**src/rtl/core/b2da_pkg.sv**
```systemverilog
// Shared types and constants of the binary-to-decimal ASCII converter.
`default_nettype none

package b2da_pkg;

    localparam int VALUE_WIDTH_DEF = 64;
    localparam int IN_BITS         = 64;
    localparam int CHAR_WIDTH      = 6;
    localparam int QUEUE_DEPTH     = 2;

    localparam logic [CHAR_WIDTH-1:0] CHAR_ZERO  = 6'd48;
    localparam logic [CHAR_WIDTH-1:0] CHAR_MINUS = 6'd45;

    typedef struct packed {
        logic [IN_BITS-1:0] value_bits;
        logic               is_signed;
    } in_word_t;

    typedef struct packed {
        logic [CHAR_WIDTH-1:0] character;
        logic                  last;
    } out_word_t;

endpackage

`default_nettype wire

```
**src/rtl/core/b2da_front.sv**
```systemverilog
// Front end: takes the input word, decides the sign and forms the magnitude.
`default_nettype none

module b2da_front #(
    parameter int VALUE_WIDTH = b2da_pkg::VALUE_WIDTH_DEF
) (
    input  wire b2da_pkg::in_word_t   s_data,
    input  wire logic                 s_valid,
    output logic                      push_valid,
    output logic [VALUE_WIDTH:0]      push_data
);

    logic [VALUE_WIDTH-1:0] value;
    logic                   neg;
    logic [VALUE_WIDTH-1:0] mag;

    always_comb begin
        value = s_data.value_bits[VALUE_WIDTH-1:0];
        neg   = s_data.is_signed & value[VALUE_WIDTH-1];
        // unsigned negate, so the most negative value keeps its full magnitude
        mag   = neg ? (~value + {{(VALUE_WIDTH-1){1'b0}}, 1'b1}) : value;
    end

    assign push_valid = s_valid;
    assign push_data  = {neg, mag};

endmodule

`default_nettype wire

```
**src/rtl/core/b2da_queue.sv**
```systemverilog
// Two-entry queue between the front end and the digit engine.
`default_nettype none

module b2da_queue #(
    parameter int WIDTH = b2da_pkg::VALUE_WIDTH_DEF + 1
) (
    input  wire logic             aclk,
    input  wire logic             aresetn,
    input  wire logic             push_valid,
    output logic                  push_ready,
    input  wire logic [WIDTH-1:0] push_data,
    output logic                  pop_valid,
    input  wire logic             pop,
    output logic [WIDTH-1:0]      pop_data
);

    localparam int DEPTH = b2da_pkg::QUEUE_DEPTH;
    localparam int PW    = $clog2(DEPTH);
    localparam int CW    = $clog2(DEPTH + 1);

    logic [WIDTH-1:0] entry_reg [DEPTH];
    logic [PW-1:0]    wr_ptr_reg, wr_ptr_next;
    logic [PW-1:0]    rd_ptr_reg, rd_ptr_next;
    logic [CW-1:0]    count_reg, count_next;
    logic             do_push, do_pop;

    assign push_ready = (count_reg != CW'(DEPTH));
    assign pop_valid  = (count_reg != '0);
    assign pop_data   = entry_reg[rd_ptr_reg];
    assign do_push    = push_valid & push_ready;
    assign do_pop     = pop & pop_valid;

    always_comb begin
        wr_ptr_next = wr_ptr_reg;
        rd_ptr_next = rd_ptr_reg;
        count_next  = count_reg;
        if (do_push) begin
            wr_ptr_next = (wr_ptr_reg == PW'(DEPTH - 1)) ? '0 : wr_ptr_reg + PW'(1);
        end
        if (do_pop) begin
            rd_ptr_next = (rd_ptr_reg == PW'(DEPTH - 1)) ? '0 : rd_ptr_reg + PW'(1);
        end
        if (do_push && !do_pop) begin
            count_next = count_reg + CW'(1);
        end else if (!do_push && do_pop) begin
            count_next = count_reg - CW'(1);
        end
    end

    always_ff @(posedge aclk) begin
        if (!aresetn) begin
            wr_ptr_reg <= '0;
            rd_ptr_reg <= '0;
            count_reg  <= '0;
        end else begin
            wr_ptr_reg <= wr_ptr_next;
            rd_ptr_reg <= rd_ptr_next;
            count_reg  <= count_next;
        end
    end

    always_ff @(posedge aclk) begin
        if (do_push) begin
            entry_reg[wr_ptr_reg] <= push_data;
        end
    end

    a_count_range: assert property (@(posedge aclk) disable iff (!aresetn)
        count_reg <= CW'(DEPTH))
        else $error("queue count beyond depth");

endmodule

`default_nettype wire

```
**src/rtl/core/b2da_back.sv**
```systemverilog
// Digit engine: shift-add-3 conversion, leading zero strip and character output.
`default_nettype none

module b2da_back #(
    parameter int VALUE_WIDTH = b2da_pkg::VALUE_WIDTH_DEF
) (
    input  wire logic                 aclk,
    input  wire logic                 aresetn,
    input  wire logic                 pop_valid,
    output logic                      pop,
    input  wire logic [VALUE_WIDTH:0] pop_data,
    output logic                      m_valid,
    input  wire logic                 m_ready,
    output b2da_pkg::out_word_t       m_data
);

    localparam int STEP  = 4;                                   // bits per cycle
    localparam int PW    = ((VALUE_WIDTH + STEP - 1) / STEP) * STEP;
    localparam int NIT   = PW / STEP;
    localparam int NDIG  = (VALUE_WIDTH * 30103) / 100000 + 1;  // digits of 2^W - 1
    localparam int BW    = 4 * NDIG;
    localparam int IW    = (NIT > 1) ? $clog2(NIT) : 1;
    localparam int RW    = $clog2(NDIG + 1);

    localparam logic [2:0] ST_IDLE = 3'd0;
    localparam logic [2:0] ST_CONV = 3'd1;
    localparam logic [2:0] ST_SKIP = 3'd2;
    localparam logic [2:0] ST_SIGN = 3'd3;
    localparam logic [2:0] ST_EMIT = 3'd4;

    logic [2:0]    state_reg, state_next;
    logic [BW-1:0] bcd_reg, bcd_next;
    logic [PW-1:0] bin_reg, bin_next;
    logic [IW-1:0] iter_reg, iter_next;
    logic [RW-1:0] remain_reg, remain_next;
    logic          neg_reg, neg_next;
    logic          m_valid_reg, m_valid_next;
    b2da_pkg::out_word_t m_word_reg, m_word_next;

    logic [BW-1:0] bcd_step;
    logic [PW-1:0] bin_step;
    logic [3:0]    top_digit;
    logic          slot_free;
    logic          load_out;

    assign top_digit = bcd_reg[BW-1 -: 4];
    assign slot_free = !m_valid_reg || m_ready;

    // STEP rounds of adjust-then-shift per cycle
    always_comb begin
        bcd_step = bcd_reg;
        bin_step = bin_reg;
        for (int s = 0; s < STEP; s++) begin
            for (int d = 0; d < NDIG; d++) begin
                if (bcd_step[4*d +: 4] >= 4'd5) begin
                    bcd_step[4*d +: 4] = bcd_step[4*d +: 4] + 4'd3;
                end
            end
            bcd_step = {bcd_step[BW-2:0], bin_step[PW-1]};
            bin_step = {bin_step[PW-2:0], 1'b0};
        end
    end

    always_comb begin
        state_next   = state_reg;
        bcd_next     = bcd_reg;
        bin_next     = bin_reg;
        iter_next    = iter_reg;
        remain_next  = remain_reg;
        neg_next     = neg_reg;
        m_word_next  = m_word_reg;
        pop          = 1'b0;
        load_out     = 1'b0;

        unique case (state_reg)
            ST_IDLE: begin
                if (pop_valid) begin
                    pop        = 1'b1;
                    bin_next   = PW'(pop_data[VALUE_WIDTH-1:0]);
                    bcd_next   = '0;
                    neg_next   = pop_data[VALUE_WIDTH];
                    iter_next  = IW'(NIT - 1);
                    state_next = ST_CONV;
                end
            end
            ST_CONV: begin
                bcd_next = bcd_step;
                bin_next = bin_step;
                if (iter_reg == '0) begin
                    remain_next = RW'(NDIG);
                    state_next  = ST_SKIP;
                end else begin
                    iter_next = iter_reg - IW'(1);
                end
            end
            ST_SKIP: begin
                // drop leading zero digits, keeping at least one
                if (top_digit == 4'd0 && remain_reg != RW'(1)) begin
                    bcd_next    = {bcd_reg[BW-5:0], 4'd0};
                    remain_next = remain_reg - RW'(1);
                end else begin
                    state_next = neg_reg ? ST_SIGN : ST_EMIT;
                end
            end
            ST_SIGN: begin
                if (slot_free) begin
                    load_out              = 1'b1;
                    m_word_next.character = b2da_pkg::CHAR_MINUS;
                    m_word_next.last      = 1'b0;
                    state_next            = ST_EMIT;
                end
            end
            ST_EMIT: begin
                if (slot_free) begin
                    load_out              = 1'b1;
                    m_word_next.character = b2da_pkg::CHAR_ZERO
                                          + {{(b2da_pkg::CHAR_WIDTH-4){1'b0}}, top_digit};
                    m_word_next.last      = (remain_reg == RW'(1));
                    bcd_next              = {bcd_reg[BW-5:0], 4'd0};
                    remain_next           = remain_reg - RW'(1);
                    if (remain_reg == RW'(1)) begin
                        state_next = ST_IDLE;
                    end
                end
            end
            default: begin
                state_next = ST_IDLE;
            end
        endcase
    end

    always_comb begin
        if (load_out) begin
            m_valid_next = 1'b1;
        end else if (m_ready) begin
            m_valid_next = 1'b0;
        end else begin
            m_valid_next = m_valid_reg;
        end
    end

    always_ff @(posedge aclk) begin
        if (!aresetn) begin
            state_reg   <= ST_IDLE;
            m_valid_reg <= 1'b0;
        end else begin
            state_reg   <= state_next;
            m_valid_reg <= m_valid_next;
        end
    end

    always_ff @(posedge aclk) begin
        bcd_reg    <= bcd_next;
        bin_reg    <= bin_next;
        iter_reg   <= iter_next;
        remain_reg <= remain_next;
        neg_reg    <= neg_next;
        m_word_reg <= m_word_next;
    end

    assign m_valid = m_valid_reg;
    assign m_data  = m_word_reg;

    a_emit_has_digit: assert property (@(posedge aclk) disable iff (!aresetn)
        (state_reg == ST_EMIT || state_reg == ST_SKIP) |-> (remain_reg != '0))
        else $error("digit engine ran out of digits");

    a_last_ends_item: assert property (@(posedge aclk) disable iff (!aresetn)
        (load_out && m_word_next.last) |=> (state_reg == ST_IDLE))
        else $error("last character did not close the number");

    a_sign_only_neg: assert property (@(posedge aclk) disable iff (!aresetn)
        (state_reg == ST_SIGN) |-> neg_reg)
        else $error("minus sign on a non-negative value");

endmodule

`default_nettype wire

```
**src/rtl/core/binary_to_decimal_ascii.sv**
```systemverilog
// Top level of the binary-to-decimal ASCII converter.
//
// Each input word carries a value and a flag that reads it as two's complement or unsigned;
// the block returns its decimal text one ASCII character per output word, most significant
// first, with a leading '-' for negative signed values and last set on the final digit. The
// front end forms sign and magnitude and parks them in a two-entry queue, so a new word is
// taken while the previous number is still being converted or printed. The digit engine
// converts with shift-add-3 at four bits per cycle, strips leading zeros at one digit per
// cycle and then sends one character per cycle while the output is not stalled. NDIG, the
// digit count of the largest value, is 20 at 64 bits; the engine starts the next number only
// after it has loaded the last character of the current one into its output register.
`default_nettype none

module binary_to_decimal_ascii #(
    parameter int VALUE_WIDTH = b2da_pkg::VALUE_WIDTH_DEF
) (
    input  wire logic                aclk,
    input  wire logic                aresetn,
    input  wire logic                s_valid,
    output logic                     s_ready,
    input  wire b2da_pkg::in_word_t  s_data,
    output logic                     m_valid,
    input  wire logic                m_ready,
    output b2da_pkg::out_word_t      m_data
);

    logic                 push_valid;
    logic [VALUE_WIDTH:0] push_data;
    logic                 pop_valid;
    logic                 pop;
    logic [VALUE_WIDTH:0] pop_data;

    b2da_front #(
        .VALUE_WIDTH (VALUE_WIDTH)
    ) u_front (
        .s_data     (s_data),
        .s_valid    (s_valid),
        .push_valid (push_valid),
        .push_data  (push_data)
    );

    b2da_queue #(
        .WIDTH (VALUE_WIDTH + 1)
    ) u_queue (
        .aclk       (aclk),
        .aresetn    (aresetn),
        .push_valid (push_valid),
        .push_ready (s_ready),
        .push_data  (push_data),
        .pop_valid  (pop_valid),
        .pop        (pop),
        .pop_data   (pop_data)
    );

    b2da_back #(
        .VALUE_WIDTH (VALUE_WIDTH)
    ) u_back (
        .aclk      (aclk),
        .aresetn   (aresetn),
        .pop_valid (pop_valid),
        .pop       (pop),
        .pop_data  (pop_data),
        .m_valid   (m_valid),
        .m_ready   (m_ready),
        .m_data    (m_data)
    );

endmodule

`default_nettype wire
```
**config.mk**
```make
export PLATFORM = sky130hd
export DESIGN_NAME = binary_to_decimal_ascii
export DESIGN_NICKNAME = d
export VERILOG_FILES = /design/src/rtl/core/b2da_pkg.sv /design/src/rtl/core/b2da_front.sv /design/src/rtl/core/b2da_queue.sv /design/src/rtl/core/b2da_back.sv /design/src/rtl/core/binary_to_decimal_ascii.sv
export SDC_FILE = /design/constraint.sdc
export NUM_CORES = 1
export LEC_CHECK = 0
export ABC_CLOCK_PERIOD_IN_PS = 4300
export CAP_MARGIN = 20
export CELL_PAD_IN_SITES_DETAIL_PLACEMENT = 1
export CELL_PAD_IN_SITES_GLOBAL_PLACEMENT = 2
export CORE_MARGIN = 10
export CORE_UTILIZATION = 38
export DETAILED_ROUTE_END_ITERATION = 10
export DONT_BUFFER_PORTS = 1
export HOLD_SLACK_MARGIN = 0.05
export PLACE_DENSITY = 0.87
export SLEW_MARGIN = 5
export SYNTH_ARGS = -nofsm -noshare
export SYNTH_HDL_FRONTEND = slang
export SYNTH_HIERARCHICAL = 1
export SYNTH_SLANG_ARGS = --single-unit
```
**constraint.sdc**
```tcl
create_clock -name aclk -period 4.3 [get_ports aclk]
set_input_delay 0.215 -clock aclk [delete_from_list [all_inputs] [get_ports aclk]]
set_output_delay 0.215 -clock aclk [all_outputs]
set_load 0.01 [all_outputs]
```
==> results.toml <==
[detailed_routing]
initialDrtViolationCount = 1086
via_per_inst = 5.79
route.detailed.drc = 0
drt-total-wl_um = 67400
routedWlPerCell_um = 19.2
drt-pass1-iter-count = 7
num_vias = 20300
ant_nets = 0

[critical_path]
cp_max_fo = 4
reg2reg_depth = 17
cp_data_required_time_ns = 4.60
worstSetupEndpointType = "register"
r2r_setup_slack_ns = 0.15
r2r-end = "u_back/bcd_reg[57]"
crit_end = "u_back/bcd_reg[57]"
cp.arrival_ns = 4.45
critPathLaunchType = "register"
crit_type = "reg -> reg"
r2r_start = "u_back/bcd_reg[53]"
crit_start = "u_back/bcd_reg[53]"

[grt]
grt_pass1_vias = 21500
grt_pass1_wl_um = 109000
antenna_found_initial = 1
grtUsageTotal = 0.177
grt_max_degree = 74
gr-total-overflow = 0

[floorplanning]
ios = 78
start_util = 0.383
die_y_um = 269
dieArea_um2 = 72600
die_x_um = 269
num_rows = 91
core_area_um2 = 61700

[layout]
largest_reg_flops = 130
fin_nets = 2801
area_growth_pct = 13.6
fin_util = 0.435
drive_above_1_share = 0.146
n_antenna_cell = 0
instances_no_fill = 3503
final_cell_mix = "420 x nand2_1, 290 x edfxtp_1, 141 x nor2_1"
final_common_cell = "nand2_1"

[min_path]
hp-class = "in -> reg"

[logic_synthesis]
ys_seq_area_frac = 0.376
syn-num-nets = 2734
synthCells = 2572
synth_edf_count = 290
syn-cell-area_um2 = 23700
yosysWarnings = 6
synth_top_family_by_area = "compound AO/OA/AOI/OAI gates"
ys.flop_type = "edfxtp_1"
synth_fa_ha_area_frac = 0.0505
synth-simple-area-share = 0.205
synth_compound_area_frac = 0.228
synthDistinctLibCells = 126
ys_ff_latch = 299
synth.avg_cell_area_um2 = 9.20
synth_xor_area_frac = 0.0350
synthArstFlopShare = 0
muxShareOfSynthArea = 0.0685

[clocking]
cts_buffers = 38
cts_tree = "yes"
cts-htree-levels = 2
clockBufferDepth = 3
clk_pin_slew_ns = 0.06
cts.sinks = 299
root_buffer = "clkbuf_16"
insertion_delay_ns = 0.56

[timing]
rsz0062_at_grt = "true"
slew_viol_final = 0
min_period_ns = 4.15
slew_headroom = 0.208
finalCritPeriodShare = 0.965
maxClockFrequency_mhz = 241
fin_skew_ns = 0.0161
finalSetupViolations = 0
hold_violations = 0
worst_pin_slew_ns = 1.18

[outcome]
status = "finished, final reports clean"

[placement]
dp_hpwl_um = 47000
place.gp.congestion = 0.860
placed_cells = 3348
port_buffers = 0

[flow_run]
maxCapViolCount = 0
==> metrics by stage <==
stage	hold slack, ns	cell area [um^2]	setup slack [ns]	setup TNS [ns]
3_5_place_dp	0.315	24500	-0.119	-0.177
2_1_floorplan	0.337	23700	0.259	0
3_3_place_gp	0.315	24500	0.134	0
4_1_cts	0.0527	26500	-0.0113	-0.0113
6_report	0.0783	26900	0.151	0
5_1_grt	0.0698	26900	-0.205	-0.652
==> how the worst min path moves through the flow <==
stage / startpoint / endpoint / slack [ns] / depth (start not counted)
final: s_data[40] / u_queue/entry_reg[1][40] / 0.08 / 3
after global placement: s_data[1] / u_queue/entry_reg[0][0] / 0.32 / 0
after floorplan: aresetn / u_back/state_reg[1] / 0.34 / 1
after global routing: s_data[40] / u_queue/entry_reg[1][40] / 0.07 / 3
after detailed placement: s_data[1] / u_queue/entry_reg[0][0] / 0.32 / 0
after CTS: s_data[40] / u_queue/entry_reg[1][40] / 0.05 / 3
==> cells by family after synthesis <==
family | after synthesis
compound gates | 744
xor+xnor | 92
buf+inv | 203
flops | 299
other cells | 1
mux | 146
fa+ha+maj | 96
simple gates | 991
==> worst max-delay path, stage by stage, from the launching register on <==
cell and delay (ns):
edfxtp_1 0.48, inv_1 0.17, ha_1 0.25, nand2b_1 0.10, a211oi_1 0.53, nor2_1 0.16
inv_1 0.09, ha_1 0.14, inv_1 0.06, o21ai_0 0.10, a211oi_2 0.13, o22ai_1 0.28
nand2_1 0.17, xnor2_1 0.20, ha_1 0.25, a211o_1 0.24, a211o_1 0.30, a32o_1 0.24
==> repair_timing <==
item,in CTS,in global routing
pin swaps,0,10
endpoints found under the setup margin,3,25
buffers inserted,1,17
endpoints found under the hold margin,137,0
gates resized for setup,4,60
hold buffers,70,0
==> synth_stat cells (46+ instances only) <==
| cell type | number | area (um^2) |
|---|---|---|
| mux2_2 | 89 | 1000 |
| edfxtp_1 | 290 | 8710 |
| a21oi_1 | 117 | 586 |
| o21ai_1 | 65 | 325 |
| nor2_1 | 147 | 552 |
| xnor2_1 | 46 | 403 |
| o21ai_0 | 104 | 521 |
| nor3_1 | 63 | 315 |
| mux2i_1 | 50 | 500 |
| inv_1 | 108 | 405 |
| clkbuf_1 | 53 | 199 |
| nand2b_1 | 48 | 300 |
| ha_1 | 93 | 1160 |
| a211oi_1 | 55 | 413 |
| nand2_1 | 421 | 1580 |
==> cell type report <==
cell class,instances,area [um^2]
clock inverters,20,233
repair buffers,119,1110
fillers,7082,34800
inverters,111,418
flip-flops and latches,299,8890
clock buffers,47,1030
well taps,837,1050
multi-input cells,2070,14100
==> routing by layer <==
metal  vias up  GRT usage  routed length, um  part of all wire
li1       9751          -                  -                 -
met1     10100      0.214              29800              0.44
met2       314      0.320              33800              0.50
met3        80     0.0288               2710             0.040
met4         2     0.0446               1080             0.016
met5         -          0                 13           0.00019
Power is left out: the tool's default activity adds up to more than one toggle a clock period on the data nets, which glitch-free logic cannot reach.
